File: src/rtl/msp_pkg.sv
package msp_pkg;

  localparam logic [7:0]  HDR_DOLLAR    = 8'h24;
  localparam logic [7:0]  HDR_M         = 8'h4D;
  localparam logic [7:0]  HDR_LT        = 8'h3C;
  localparam logic [15:0] TIMEOUT_RESET = 16'd1000;

  localparam logic OP_BYTE = 1'b0;
  localparam logic OP_TICK = 1'b1;

  typedef enum logic [2:0] {
    EV_BYTE    = 3'd0,
    EV_GOOD    = 3'd1,
    EV_BADSUM  = 3'd2,
    EV_BADCODE = 3'd3,
    EV_TIMEOUT = 3'd4
  } event_t;

  typedef struct packed {
    event_t     ev;
    logic [7:0] code;
    logic [7:0] size;
    logic [7:0] idx;
    logic [7:0] data;
  } res_t;

endpackage

File: src/rtl/msp_v1_frame_receiver.sv
// Request deframer for '$' 'M' '<' size code payload checksum frames.
// Input channel: in_valid/in_stall with in_operation (0 byte, 1 tick) and
// in_rx_byte. An item is taken when in_valid is high and in_stall is low.
// Result channel: out_valid/out_stall with event, code, size, index and data.
// Each item yields zero or one result: a payload byte with its index, or an
// end status (frame good, checksum bad, code invalid, timeout).
// A result goes into the output register when the output is free, else into the skid register.
// Throughput: one item per cycle while in_stall is low, set by the single state
// update between the input handshake and the result register.
// When the receiver stalls, a further result is held in a one-entry skid
// register; in_stall rises only once that entry is full, so no item is lost.
// cfg_valid/cfg_ready/cfg_data write the payload timeout budget in ticks;
// cfg_ready is always high. The budget is loaded at each non-zero code byte.
// Reset (rst_n low, synchronous) returns to hunting for '$', empties the
// output and skid registers and sets the budget to 1000 ticks.
module msp_v1_frame_receiver
  import msp_pkg::*;
(
  input  logic        clk,
  input  logic        rst_n,
  input  logic        in_valid,
  output logic        in_stall,
  input  logic        in_operation,
  input  logic [7:0]  in_rx_byte,
  output logic        out_valid,
  input  logic        out_stall,
  output logic [2:0]  out_event_res,
  output logic [7:0]  out_command_code,
  output logic [7:0]  out_payload_size,
  output logic [7:0]  out_byte_index,
  output logic [7:0]  out_payload_byte,
  input  logic        cfg_valid,
  output logic        cfg_ready,
  input  logic [15:0] cfg_data
);

  typedef enum logic [2:0] {
    PH_HUNT, PH_M, PH_LT, PH_SIZE, PH_CODE, PH_PAYLOAD, PH_CHECK
  } phase_t;

  phase_t      phase_r, phase_nxt;
  logic [7:0]  frame_size_r, frame_size_nxt;
  logic [7:0]  frame_code_r, frame_code_nxt;
  logic [7:0]  bytes_taken_r, bytes_taken_nxt;
  logic [7:0]  running_xor_r, running_xor_nxt;
  logic [15:0] ticks_left_r, ticks_left_nxt;
  logic [15:0] timeout_r;

  logic        out_valid_r, skid_valid_r;
  res_t        out_r, skid_r;
  logic        accept, res_v, out_free;
  res_t        res;

  assign cfg_ready = 1'b1;
  assign in_stall  = skid_valid_r;
  assign accept    = in_valid && !skid_valid_r;
  assign out_free  = !out_valid_r || !out_stall;

  always_comb begin
    phase_nxt       = phase_r;
    frame_size_nxt  = frame_size_r;
    frame_code_nxt  = frame_code_r;
    bytes_taken_nxt = bytes_taken_r;
    running_xor_nxt = running_xor_r;
    ticks_left_nxt  = ticks_left_r;
    res_v           = 1'b0;
    res.ev          = EV_BYTE;
    res.idx         = 8'd0;
    res.data        = 8'd0;
    if (in_operation == OP_TICK) begin
      if (phase_r == PH_PAYLOAD) begin
        if (ticks_left_r <= 16'd1) begin
          ticks_left_nxt = 16'd0;
          phase_nxt      = PH_HUNT;
          res_v          = 1'b1;
          res.ev         = EV_TIMEOUT;
          res.idx        = bytes_taken_r;
        end else begin
          ticks_left_nxt = ticks_left_r - 16'd1;
        end
      end
    end else begin
      case (phase_r)
        PH_HUNT: begin
          if (in_rx_byte == HDR_DOLLAR) phase_nxt = PH_M;
        end
        PH_M: begin
          phase_nxt = (in_rx_byte == HDR_M) ? PH_LT : PH_HUNT;
        end
        PH_LT: begin
          phase_nxt = (in_rx_byte == HDR_LT) ? PH_SIZE : PH_HUNT;
        end
        PH_SIZE: begin
          frame_size_nxt  = in_rx_byte;
          running_xor_nxt = in_rx_byte;
          phase_nxt       = PH_CODE;
        end
        PH_CODE: begin
          frame_code_nxt  = in_rx_byte;
          bytes_taken_nxt = 8'd0;
          if (in_rx_byte == 8'd0) begin
            phase_nxt = PH_HUNT;
            res_v     = 1'b1;
            res.ev    = EV_BADCODE;
          end else begin
            running_xor_nxt = running_xor_r ^ in_rx_byte;
            ticks_left_nxt  = timeout_r;
            phase_nxt       = (frame_size_r == 8'd0) ? PH_CHECK : PH_PAYLOAD;
          end
        end
        PH_PAYLOAD: begin
          running_xor_nxt = running_xor_r ^ in_rx_byte;
          bytes_taken_nxt = bytes_taken_r + 8'd1;
          if (bytes_taken_nxt >= frame_size_r) phase_nxt = PH_CHECK;
          res_v    = 1'b1;
          res.ev   = EV_BYTE;
          res.idx  = bytes_taken_r;
          res.data = in_rx_byte;
        end
        PH_CHECK: begin
          phase_nxt = PH_HUNT;
          res_v     = 1'b1;
          res.ev    = (running_xor_r == in_rx_byte) ? EV_GOOD : EV_BADSUM;
          res.idx   = bytes_taken_r;
        end
        default: begin
          phase_nxt = PH_HUNT;
        end
      endcase
    end
    // code and size as they stand after this item
    res.code = frame_code_nxt;
    res.size = frame_size_nxt;
  end

  always_ff @(posedge clk) begin
    if (!rst_n) begin
      phase_r       <= PH_HUNT;
      frame_size_r  <= 8'd0;
      frame_code_r  <= 8'd0;
      bytes_taken_r <= 8'd0;
      running_xor_r <= 8'd0;
      ticks_left_r  <= 16'd0;
      timeout_r     <= TIMEOUT_RESET;
      out_valid_r   <= 1'b0;
      skid_valid_r  <= 1'b0;
    end else begin
      if (cfg_valid && cfg_ready) timeout_r <= cfg_data;
      if (accept) begin
        phase_r       <= phase_nxt;
        frame_size_r  <= frame_size_nxt;
        frame_code_r  <= frame_code_nxt;
        bytes_taken_r <= bytes_taken_nxt;
        running_xor_r <= running_xor_nxt;
        ticks_left_r  <= ticks_left_nxt;
      end
      if (out_free) begin
        if (skid_valid_r) begin
          out_valid_r  <= 1'b1;
          out_r        <= skid_r;
          skid_valid_r <= 1'b0;
        end else begin
          out_valid_r <= accept && res_v;
          out_r       <= res;
        end
      end else if (accept && res_v) begin
        skid_valid_r <= 1'b1;
        skid_r       <= res;
      end
    end
  end

  assign out_valid        = out_valid_r;
  assign out_event_res    = out_r.ev;
  assign out_command_code = out_r.code;
  assign out_payload_size = out_r.size;
  assign out_byte_index   = out_r.idx;
  assign out_payload_byte = out_r.data;

endmodule

File: config.mk
export PLATFORM = sky130hd
export DESIGN_NAME = msp_v1_frame_receiver
export DESIGN_NICKNAME = d
export VERILOG_FILES = /design/src/rtl/msp_pkg.sv /design/src/rtl/msp_v1_frame_receiver.sv
export SDC_FILE = /design/constraint.sdc
export NUM_CORES = 1
export LEC_CHECK = 0
export BUFFER_PORTS_ARGS = -buffer_cell sky130_fd_sc_hd__buf_4
export CAP_MARGIN = 20
export CORE_MARGIN = 2
export CORE_UTILIZATION = 50
export CTS_CLUSTER_DIAMETER = 100
export DETAILED_ROUTE_END_ITERATION = 10
export PLACE_DENSITY = 0.69
export SETUP_SLACK_MARGIN = 0.05
export SYNTH_ARGS = -nofsm -noshare
export SYNTH_HDL_FRONTEND = slang
export SYNTH_SLANG_ARGS = --single-unit
File: constraint.sdc
create_clock -name clk -period 4.6 [get_ports clk]
set_input_delay 0.46 -clock clk [delete_from_list [all_inputs] [get_ports clk]]
set_output_delay 0.46 -clock clk [all_outputs]
set_load 0.005 [all_outputs]
==> flow_metrics.py, run 1 <==
metrics = {
    "synth": {
        "synth_area_um2": 6743,
        "syn-num-nets": 686,
        "synth_edf_count": 70,
        "avgSynthCellArea_um2": 10.45,
        "synth_ff_type": "edfxtp_1",
        "ys_types": 69,
        "synthCells": 645,
        "ys_ff_latch": 139,
        "synth-seq-area-share": 0.5166,
        "async_flop_share": 0,
        "yosys_warnings": 0,
    },
    "floorplanning": {
        "die_width_um": 120.1,
        "row_count": 42,
        "dieArea_um2": 14430,
        "start_util": 0.5112,
        "die_height_um": 120.1,
        "core_area_um2": 13190,
        "ios": 68,
    },
    "critical_path": {
        "rrSetupSlack_ns": 1.72,
        "critPathKind": "reg2reg",
        "reg2reg_from": "ticks_left_r[11]",
        "worstPathMaxFanout": 35,
        "crit-reg2reg-capture": "skid_r[32]",
        "worstSetupStartpointType": "flop",
        "critPathArrivalTime_ns": 2.93,
        "required_ns": 4.65,
        "endpoint_kind": "flop",
        "reg2reg_depth": 5,
    },
    "sta": {
        "finalCritPeriodShare": 0.6264,
        "fin_skew_ns": 0.007055,
        "final.setup.tns_ns": 0,
        "fmax_ghz": 0.3470,
        "finalSetupViolations": 0,
        "finalHoldViolations": 0,
        "grt_setup_unrepaired": "false",
        "fin_crit_ns": 2.882,
        "final_max_slew_viol_count": 0,
        "slew_headroom": 0.3596,
        "tightest_slew_ns": 0.9586,
    },
    "global_route": {
        "track_usage": 0.2155,
        "overflow": 0,
        "grt_pass1_vias": 4909,
        "grt_pass1_wl_um": 24410,
        "antenna_found_initial": 0,
        "grt_start_max_net_pins": 70,
    },
    "finish": {
        "multi_input_area_um2": 3032,
        "drive_gt1_frac": 0.2142,
        "register_area_um2": 3485,
        "final_cells": 881,
        "syn2layout_area_growth_pct": 17.55,
        "layout_commonest_cell": "buf_4",
        "num-nets-final": 733,
        "fill_cells": 1096,
        "layout_common_cells": "71 x buf_4, 70 x nand2_1, 70 x edfxtp_1",
        "antennaDiodeCount": 0,
    },
    "place": {
        "dp_hpwl_um": 10030,
        "gp_congestion": 0.8378,
        "portBuffers": 66,
        "dp.cells": 848,
    },
    "pwr": {
        "p_per_area_nw_per_um2": 355.1,
        "leakage_nw": 3.146,
        "peakVddDrop_v": 0.0001826,
        "finalPower_mw": 2.814,
    },
    "route": {
        "vias": 5135,
        "wl_um": 14990,
        "drcViolationCount": 0,
        "first_pass_iters": 6,
        "drt.antenna.violating_nets": 0,
        "drt-initial-drc-count": 418,
        "vias_per_cell": 5.829,
        "wire_per_inst_um": 17.01,
    },
    "clocking": {
        "post_cts_resized": 0,
        "cts_hold_buf": 0,
        "clk_pin_slew_ns": 0.06,
        "cts_tree": "built",
        "clk_path_buf_depth": 2,
        "cts_inserted_buffers": 17,
        "htree_levels": 4,
        "cts_setup_buffers": 0,
        "worstSkewPairLatency_ns": 0.42,
        "clkSinkCount": 139,
        "cts_root_buffer": "clkbuf_16",
    },
    "run_status": {
        "status": "finished clean",
    },
    "worst_hold_path": {
        "whs_path_depth": 3,
        "min-delay-start": "cfg_data[9]",
        "min_path_type": "in2reg",
        "holdPathEnd": "timeout_r[9]",
    },
    "run": {
        "drv_cap": 0,
    },
}
-- cell usage after synthesis (all sizes together) (6+ instances only) --
library cell  instances  area (um^2)
mux2i                24        240.2
inv                  17        63.81
o21ai                24        135.1
edfxtp               70         2102
nor3b                 6        45.04
nor3                 20        116.4
dfxtp                69         1381
or4                   6        52.55
clkbuf               40        150.1
nand2                70        262.8
xor2                 11        96.34
nor4                 13        102.6
mux2                 42        473.0
nor2b                14        87.58
nor2                 47        176.4
nand4                 6        37.54
o21a                 11        82.58
and2                 18        112.6
a22oi                 7        52.55
a21oi                20        100.1
o22ai                14        87.58
nand3                13        65.06
ha                   11        137.6
o211a                 7        70.07
-- layout make-up --
class / count / share of cell area
tap: 176 / 0.02778
clock inverter: 14 / 0.01626
multi-input combinational: 444 / 0.3825
inverter: 17 / 0.008051
clock buffer: 18 / 0.05414
sequential: 139 / 0.4396
timing repair buffer: 73 / 0.07167
-- state kept, by name (all words and copies together), names as in the netlist, 3 cells and up --
register and flops:
frame_code_r 8, out_payload_size 8, running_xor_r 8, out_command_code 8
out_byte_index 8, ticks_left_r 16, out_payload_byte 8, out_event_res 3
phase_r 3, frame_size_r 8, bytes_taken_r 8, skid_r 35
timeout_r 16
-- worst max path at each step --
stage | start | end | slack (ns)
after floorplan | in_rx_byte[7] | skid_r[0] | 1.53
after global placement | rst_n | out_command_code[5] | 1.67
after detailed placement | in_stall | skid_r[11] | 1.72
after CTS | in_stall | skid_r[8] | 1.70
after global routing | phase_r[2] | out_command_code[3] | 1.57
final | ticks_left_r[11] | skid_r[32] | 1.72
-- metrics by stage --
step,worst slack (ns),utilization,cell area (um^2),hold slack [ns]
2_1_floorplan,1.526,-,6743,0.4420
3_3_place_gp,1.667,0.5560,7333,0.4757
3_5_place_dp,1.716,0.5575,7353,0.4789
4_1_cts,1.698,0.5998,7911,0.2444
5_1_grt,1.572,0.6009,7926,0.2603
6_report,1.718,0.6009,7926,0.2614
-- report_power, final --
part           leakage, nW  internal (mW)  switching (mW)
sequential            1.25           1.33          0.0160
combinational         1.63         0.0790          0.0958
clock                0.262          0.787           0.505
-- critical path, stage by stage, from the launching register on --
cell     delay, ns
dfxtp_1       0.35
or4_4         0.59
or4_4         0.57
o21ai_4       0.31
and4_1        0.24
buf_4         0.43
-- cells by family (layout without fill, tap and decap cells) --
kind of cell,Yosys count,in the layout,share of synthesized area
flops,139,139,0.5166
other cells,1,1,0.0005562
mux,66,66,0.1058
buf+inv,62,122,0.03544
simple gates,228,228,0.1748
xor+xnor,16,16,0.02078
fa+ha+maj,11,11,0.02041
compound gates,122,122,0.1256
-- metal layers --
metal  up-vias  routed length [um]  track usage
met5         -                   0            0
met4         0                 353       0.1007
met3        29                 740      0.04610
met2       176                7450       0.3597
met1      2478                6441       0.2662
li1       2452                   -            -
Power figures use the tool's default switching activity.
==> run 2, diff against run 1 <==
- clock period: 4.6 -> 2.74 ns (I/O delays scaled with it)
==> flow_metrics.py, run 2 (synthesized netlist as in run 1, its figures left out) <==
metrics = {
    "run_status": {
        "status": "finished clean",
    },
    "clocking": {
        "worstSkewPairLatency_ns": 0.42,
        "cts_inserted_buffers": 17,
        "clk_pin_slew_ns": 0.06,
        "cts_tree": "built",
        "clk_path_buf_depth": 2,
        "cts_root_buffer": "clkbuf_16",
        "cts_hold_buf": 0,
        "htree_levels": 4,
        "clkSinkCount": 139,
        "cts_setup_buffers": 0,
    },
    "finish": {
        "drive_gt1_frac": 0.2360,
        "syn2layout_area_growth_pct": 19.97,
        "final_util": 0.6133,
        "layout_commonest_cell": "buf_4",
        "num-nets-final": 744,
        "antennaDiodeCount": 0,
        "multi_input_area_um2": 3034,
        "layout_common_cells": "82 x buf_4, 70 x nand2_1, 70 x edfxtp_1",
        "largestRegisters": "skid_r: 35 flops, ticks_left_r: 16 flops, timeout_r: 16 flops",
        "largest_reg_flops": 35,
        "largest-register": "skid_r",
        "final_cells": 892,
        "fill_cells": 1083,
        "stdcell_area_um2": 8089,
        "register_area_um2": 3486,
    },
    "place": {
        "dp_hpwl_um": 10150,
        "dpl_worst_slack_ns": 0.2940,
        "portBuffers": 66,
        "gp_congestion": 0.8598,
        "dpl_cell_area_um2": 7458,
        "dp.cells": 860,
    },
    "pwr": {
        "leakage_nw": 3.246,
        "peakVddDrop_v": 0.0003605,
        "p_per_area_nw_per_um2": 611.4,
    },
    "floorplanning": {
        "ios": 68,
        "die_width_um": 120.1,
        "core_area_um2": 13190,
        "row_count": 42,
        "die_height_um": 120.1,
        "dieArea_um2": 14430,
        "start_util": 0.5112,
    },
    "sta": {
        "fin_skew_ns": 0.006208,
        "tightest_slew_ns": 0.9238,
        "fin_ws_ns": 0.2923,
        "final.setup.tns_ns": 0,
        "fmax_ghz": 0.4086,
        "slew_headroom": 0.3841,
        "final_max_slew_viol_count": 0,
        "grt_setup_unrepaired": "false",
        "finalCritPeriodShare": 0.8933,
        "finalSetupViolations": 0,
        "finalHoldViolations": 0,
        "fin_crit_ns": 2.448,
    },
    "global_route": {
        "antenna_found_initial": 0,
        "grt_pass1_vias": 4953,
        "grt_pass1_wl_um": 24580,
        "grt_start_max_net_pins": 68,
        "overflow": 0,
        "track_usage": 0.2185,
    },
    "critical_path": {
        "max_stage_delay_ns": 0.40,
        "critPathArrivalTime_ns": 2.75,
        "critical_path.most_common_cell": "ha_1",
        "worstPathMaxFanout": 5,
        "worstSetupStartpointType": "flop",
        "crit_buf_inv": 0,
        "endpoint_kind": "flop",
        "required_ns": 3.04,
        "crit_chain": "ha_1 -> nand3_1 -> nor2_1 -> xor2_1 -> ha_1 -> o21ai_0 -> o211ai_1 -> a21oi_1 -> or4_1 -> o22ai_1",
        "crit_family": "compound AO/OA/AOI/OAI gates",
        "crit_slowest_cell": "dfxtp_1",
        "critPathKind": "reg2reg",
    },
    "route": {
        "first_pass_iters": 5,
        "vias": 5082,
        "drt-initial-drc-count": 402,
        "drt.antenna.violating_nets": 0,
        "wl_um": 14910,
        "wire_per_inst_um": 16.71,
        "drcViolationCount": 0,
        "vias_per_cell": 5.697,
    },
    "worst_hold_path": {
        "min_path_type": "in2reg",
    },
    "run": {
        "drv_cap": 0,
    },
}
==> run 2: cell count changes in the layout (fill, tap and decap cells not counted), sizes merged <==
| cell | change |
|---|---|
| buf | +11 |
| clkbuf | +3 |
| clkinv | -3 |
| clkinvlp | -3 |
| inv | +3 |
==> run 2: tightest hold or removal path, cell delays in order <==
cell,delay (ns)
buf_4,0.08
mux2i_1,0.05
nand2_1,0.06
==> run 2: power breakdown <==
part / switching (mW) / internal, mW
clock: 0.890 / 1.51
sequential: 0.0258 / 2.23
combinational: 0.157 / 0.132
==> run 2: worst paths after layout <==
path | depth (start not counted) | to | start | slack (ns)
worst max-delay path | 10 | phase_r[1] | bytes_taken_r[1] | 0.29
worst min-delay path | 3 | timeout_r[7] | cfg_data[7] | 0.07
worst max register to register | 10 | phase_r[1] | bytes_taken_r[1] | 0.29
worst min register to register | 2 | timeout_r[7] | timeout_r[7] | 0.48
==> run 2: layer usage <==
layer  global-route usage  share of wire  vias to the layer above
met2               0.3619           0.50                      173
met5                    0              0                        -
li1                     -              -                     2474
met1               0.2729           0.43                     2413
met4              0.09853          0.023                        0
met3              0.04848          0.055                       22
==> run 2: final cells by class <==
class / instances / area share
repair buffers: 84 / 0.08105
multi-input cells: 444 / 0.3751
well taps: 176 / 0.02722
clock buffers: 21 / 0.06218
clock inverters: 11 / 0.01562
flip-flops and latches: 139 / 0.4309
inverters: 17 / 0.007889
==> run 2: repair_timing <==
item,4_1_cts,5_1_grt
setup endpoints to repair,0,1
gates resized for setup,0,1
hold endpoints to repair,0,0
==> run 2: metrics by stage <==
step | hold WS (ns) | power (mW)
after global placement | 0.4759 | 2.586
after floorplan | 0.4024 | 2.473
final | 0.07012 | 4.945
after global routing | 0.06019 | 5.117
after CTS | 0.05330 | 4.986
after detailed placement | 0.4648 | 2.594
==> run 3, diff against run 2 <==
- BUFFER_PORTS_ARGS: -buffer_cell sky130_fd_sc_hd__buf_4 -> not set
- DONT_BUFFER_PORTS: not set -> 1
- PLACE_DENSITY: 0.69 -> not set
==> flow_metrics.py, run 3 (synthesized netlist as in run 1, its figures left out) <==
metrics = {
    "run_status": {
        "status": "finished clean",
    },
    "global_route": {
        "grt_start_max_net_pins": 37,
        "overflow": 0,
        "antenna_found_initial": 0,
        "track_usage": 0.2289,
        "grt_pass1_wl_um": 25450,
        "grt_pass1_vias": 4914,
    },
    "sta": {
        "final.setup.tns_ns": 0,
        "hold_ws_ns": 0.01272,
        "finalSetupViolations": 0,
        "fin_crit_ns": 2.460,
        "tightest_slew_ns": 0.8791,
        "fin_skew_ns": 0.006838,
        "finalHoldViolations": 0,
        "finalCritPeriodShare": 0.8979,
        "fmax_ghz": 0.4064,
        "final_max_slew_viol_count": 0,
        "grt_setup_unrepaired": "false",
        "slew_headroom": 0.4139,
    },
    "route": {
        "drcViolationCount": 0,
        "first_pass_iters": 5,
        "wire_per_inst_um": 18.71,
        "drt-initial-drc-count": 276,
        "wl_um": 15810,
        "vias": 4919,
        "drt.antenna.violating_nets": 0,
        "vias_per_cell": 5.821,
    },
    "run": {
        "drv_cap": 0,
    },
    "finish": {
        "final_util": 0.5836,
        "syn2layout_area_growth_pct": 14.16,
        "largest-register": "skid_r",
        "drive_gt1_frac": 0.1420,
        "antennaDiodeCount": 0,
        "num-nets-final": 697,
        "largestRegisters": "skid_r: 35 flops, ticks_left_r: 16 flops, timeout_r: 16 flops",
        "fill_cells": 1103,
        "layout_common_cells": "70 x nand2_1, 70 x edfxtp_1, 68 x dfxtp_1",
        "largest_reg_flops": 35,
    },
    "pwr": {
        "leakage_nw": 2.947,
        "peakVddDrop_v": 0.0003815,
        "p_per_area_nw_per_um2": 594.9,
    },
    "floorplanning": {
        "die_width_um": 120.1,
        "ios": 68,
        "row_count": 42,
        "dieArea_um2": 14430,
        "die_height_um": 120.1,
        "core_area_um2": 13190,
        "start_util": 0.5112,
    },
    "critical_path": {
        "endpoint_kind": "flop",
        "critPathArrivalTime_ns": 2.57,
        "worstPathMaxFanout": 35,
        "worstSetupStartpointType": "flop",
        "required_ns": 2.85,
        "critPathKind": "reg2reg",
    },
    "clocking": {
        "clk_path_buf_depth": 2,
        "post_cts_resized": 0,
        "cts_tree": "built",
        "cts_root_buffer": "clkbuf_16",
        "htree_levels": 4,
        "worstSkewPairLatency_ns": 0.42,
        "cts_inserted_buffers": 17,
        "clk_pin_slew_ns": 0.06,
        "cts_setup_buffers": 0,
        "clkSinkCount": 139,
    },
    "place": {
        "gp_congestion": 0.8606,
        "portBuffers": 0,
        "dp_hpwl_um": 9907,
    },
    "worst_hold_path": {
        "min_path_type": "in2reg",
    },
}
## run 3: area by class of cell
class | instances | area (um^2) | area share
Clock buffer | 18 | 429.2 | 0.05575
Clock inverter | 14 | 105.1 | 0.01365
Inverter | 17 | 63.81 | 0.008290
Multi-Input combinational cell | 444 | 3034 | 0.3942
Sequential cell | 139 | 3485 | 0.4527
Tap cell | 176 | 220.2 | 0.02861
Timing Repair Buffer | 37 | 360.3 | 0.04681
## run 3: report_power, final
group          total, mW  internal (mW)  leakage, nW  switching, mW
registers           2.27           2.24         1.25         0.0306
clock network       2.09           1.23        0.256          0.866
logic              0.219          0.102         1.44          0.117
total               4.58           3.57         2.95           1.01
## run 3: per-stage QoR
step	cells	worst slack, ns	total power [mW]	cell area, um^2
final	845	0.2796	4.579	7697
after global routing	845	0.07823	4.739	7697
after CTS	843	0.2884	4.609	7662
after detailed placement	791	0.2996	2.486	6928
after global placement	791	0.3457	2.476	6928
after floorplan	645	0.2146	2.473	6749
## run 3: worst paths after layout
kind / start / end / slack (ns) / depth (start not counted)
worst min-delay path: in_rx_byte[2] / running_xor_r[2] / 0.01 / 2
worst max register to register: ticks_left_r[11] / skid_r[31] / 0.28 / 5
worst min register to register: frame_code_r[7] / frame_code_r[7] / 0.49 / 2
worst max-delay path: ticks_left_r[11] / skid_r[31] / 0.28 / 5
## run 3: routing by layer
layer | GRT usage | part of all wire | vias to the layer above
met5 | 0 | 0 | -
li1 | - | - | 2391
met3 | 0.06084 | 0.052 | 32
met4 | 0.09779 | 0.026 | 0
met1 | 0.2855 | 0.45 | 2360
met2 | 0.3743 | 0.48 | 136
## run 3: worst max-delay path: stages (launching register included)
cell and delay, ns:
dfxtp_1 0.35, or4_4 0.59, or4_4 0.57, o21ai_4 0.14
and4_4 0.24, buf_12 0.20
## run 3: what timing repair did
item,4_1_cts,5_1_grt
hold buffers,20,1
endpoints found under the hold margin,37,1
setup endpoints to repair,0,0
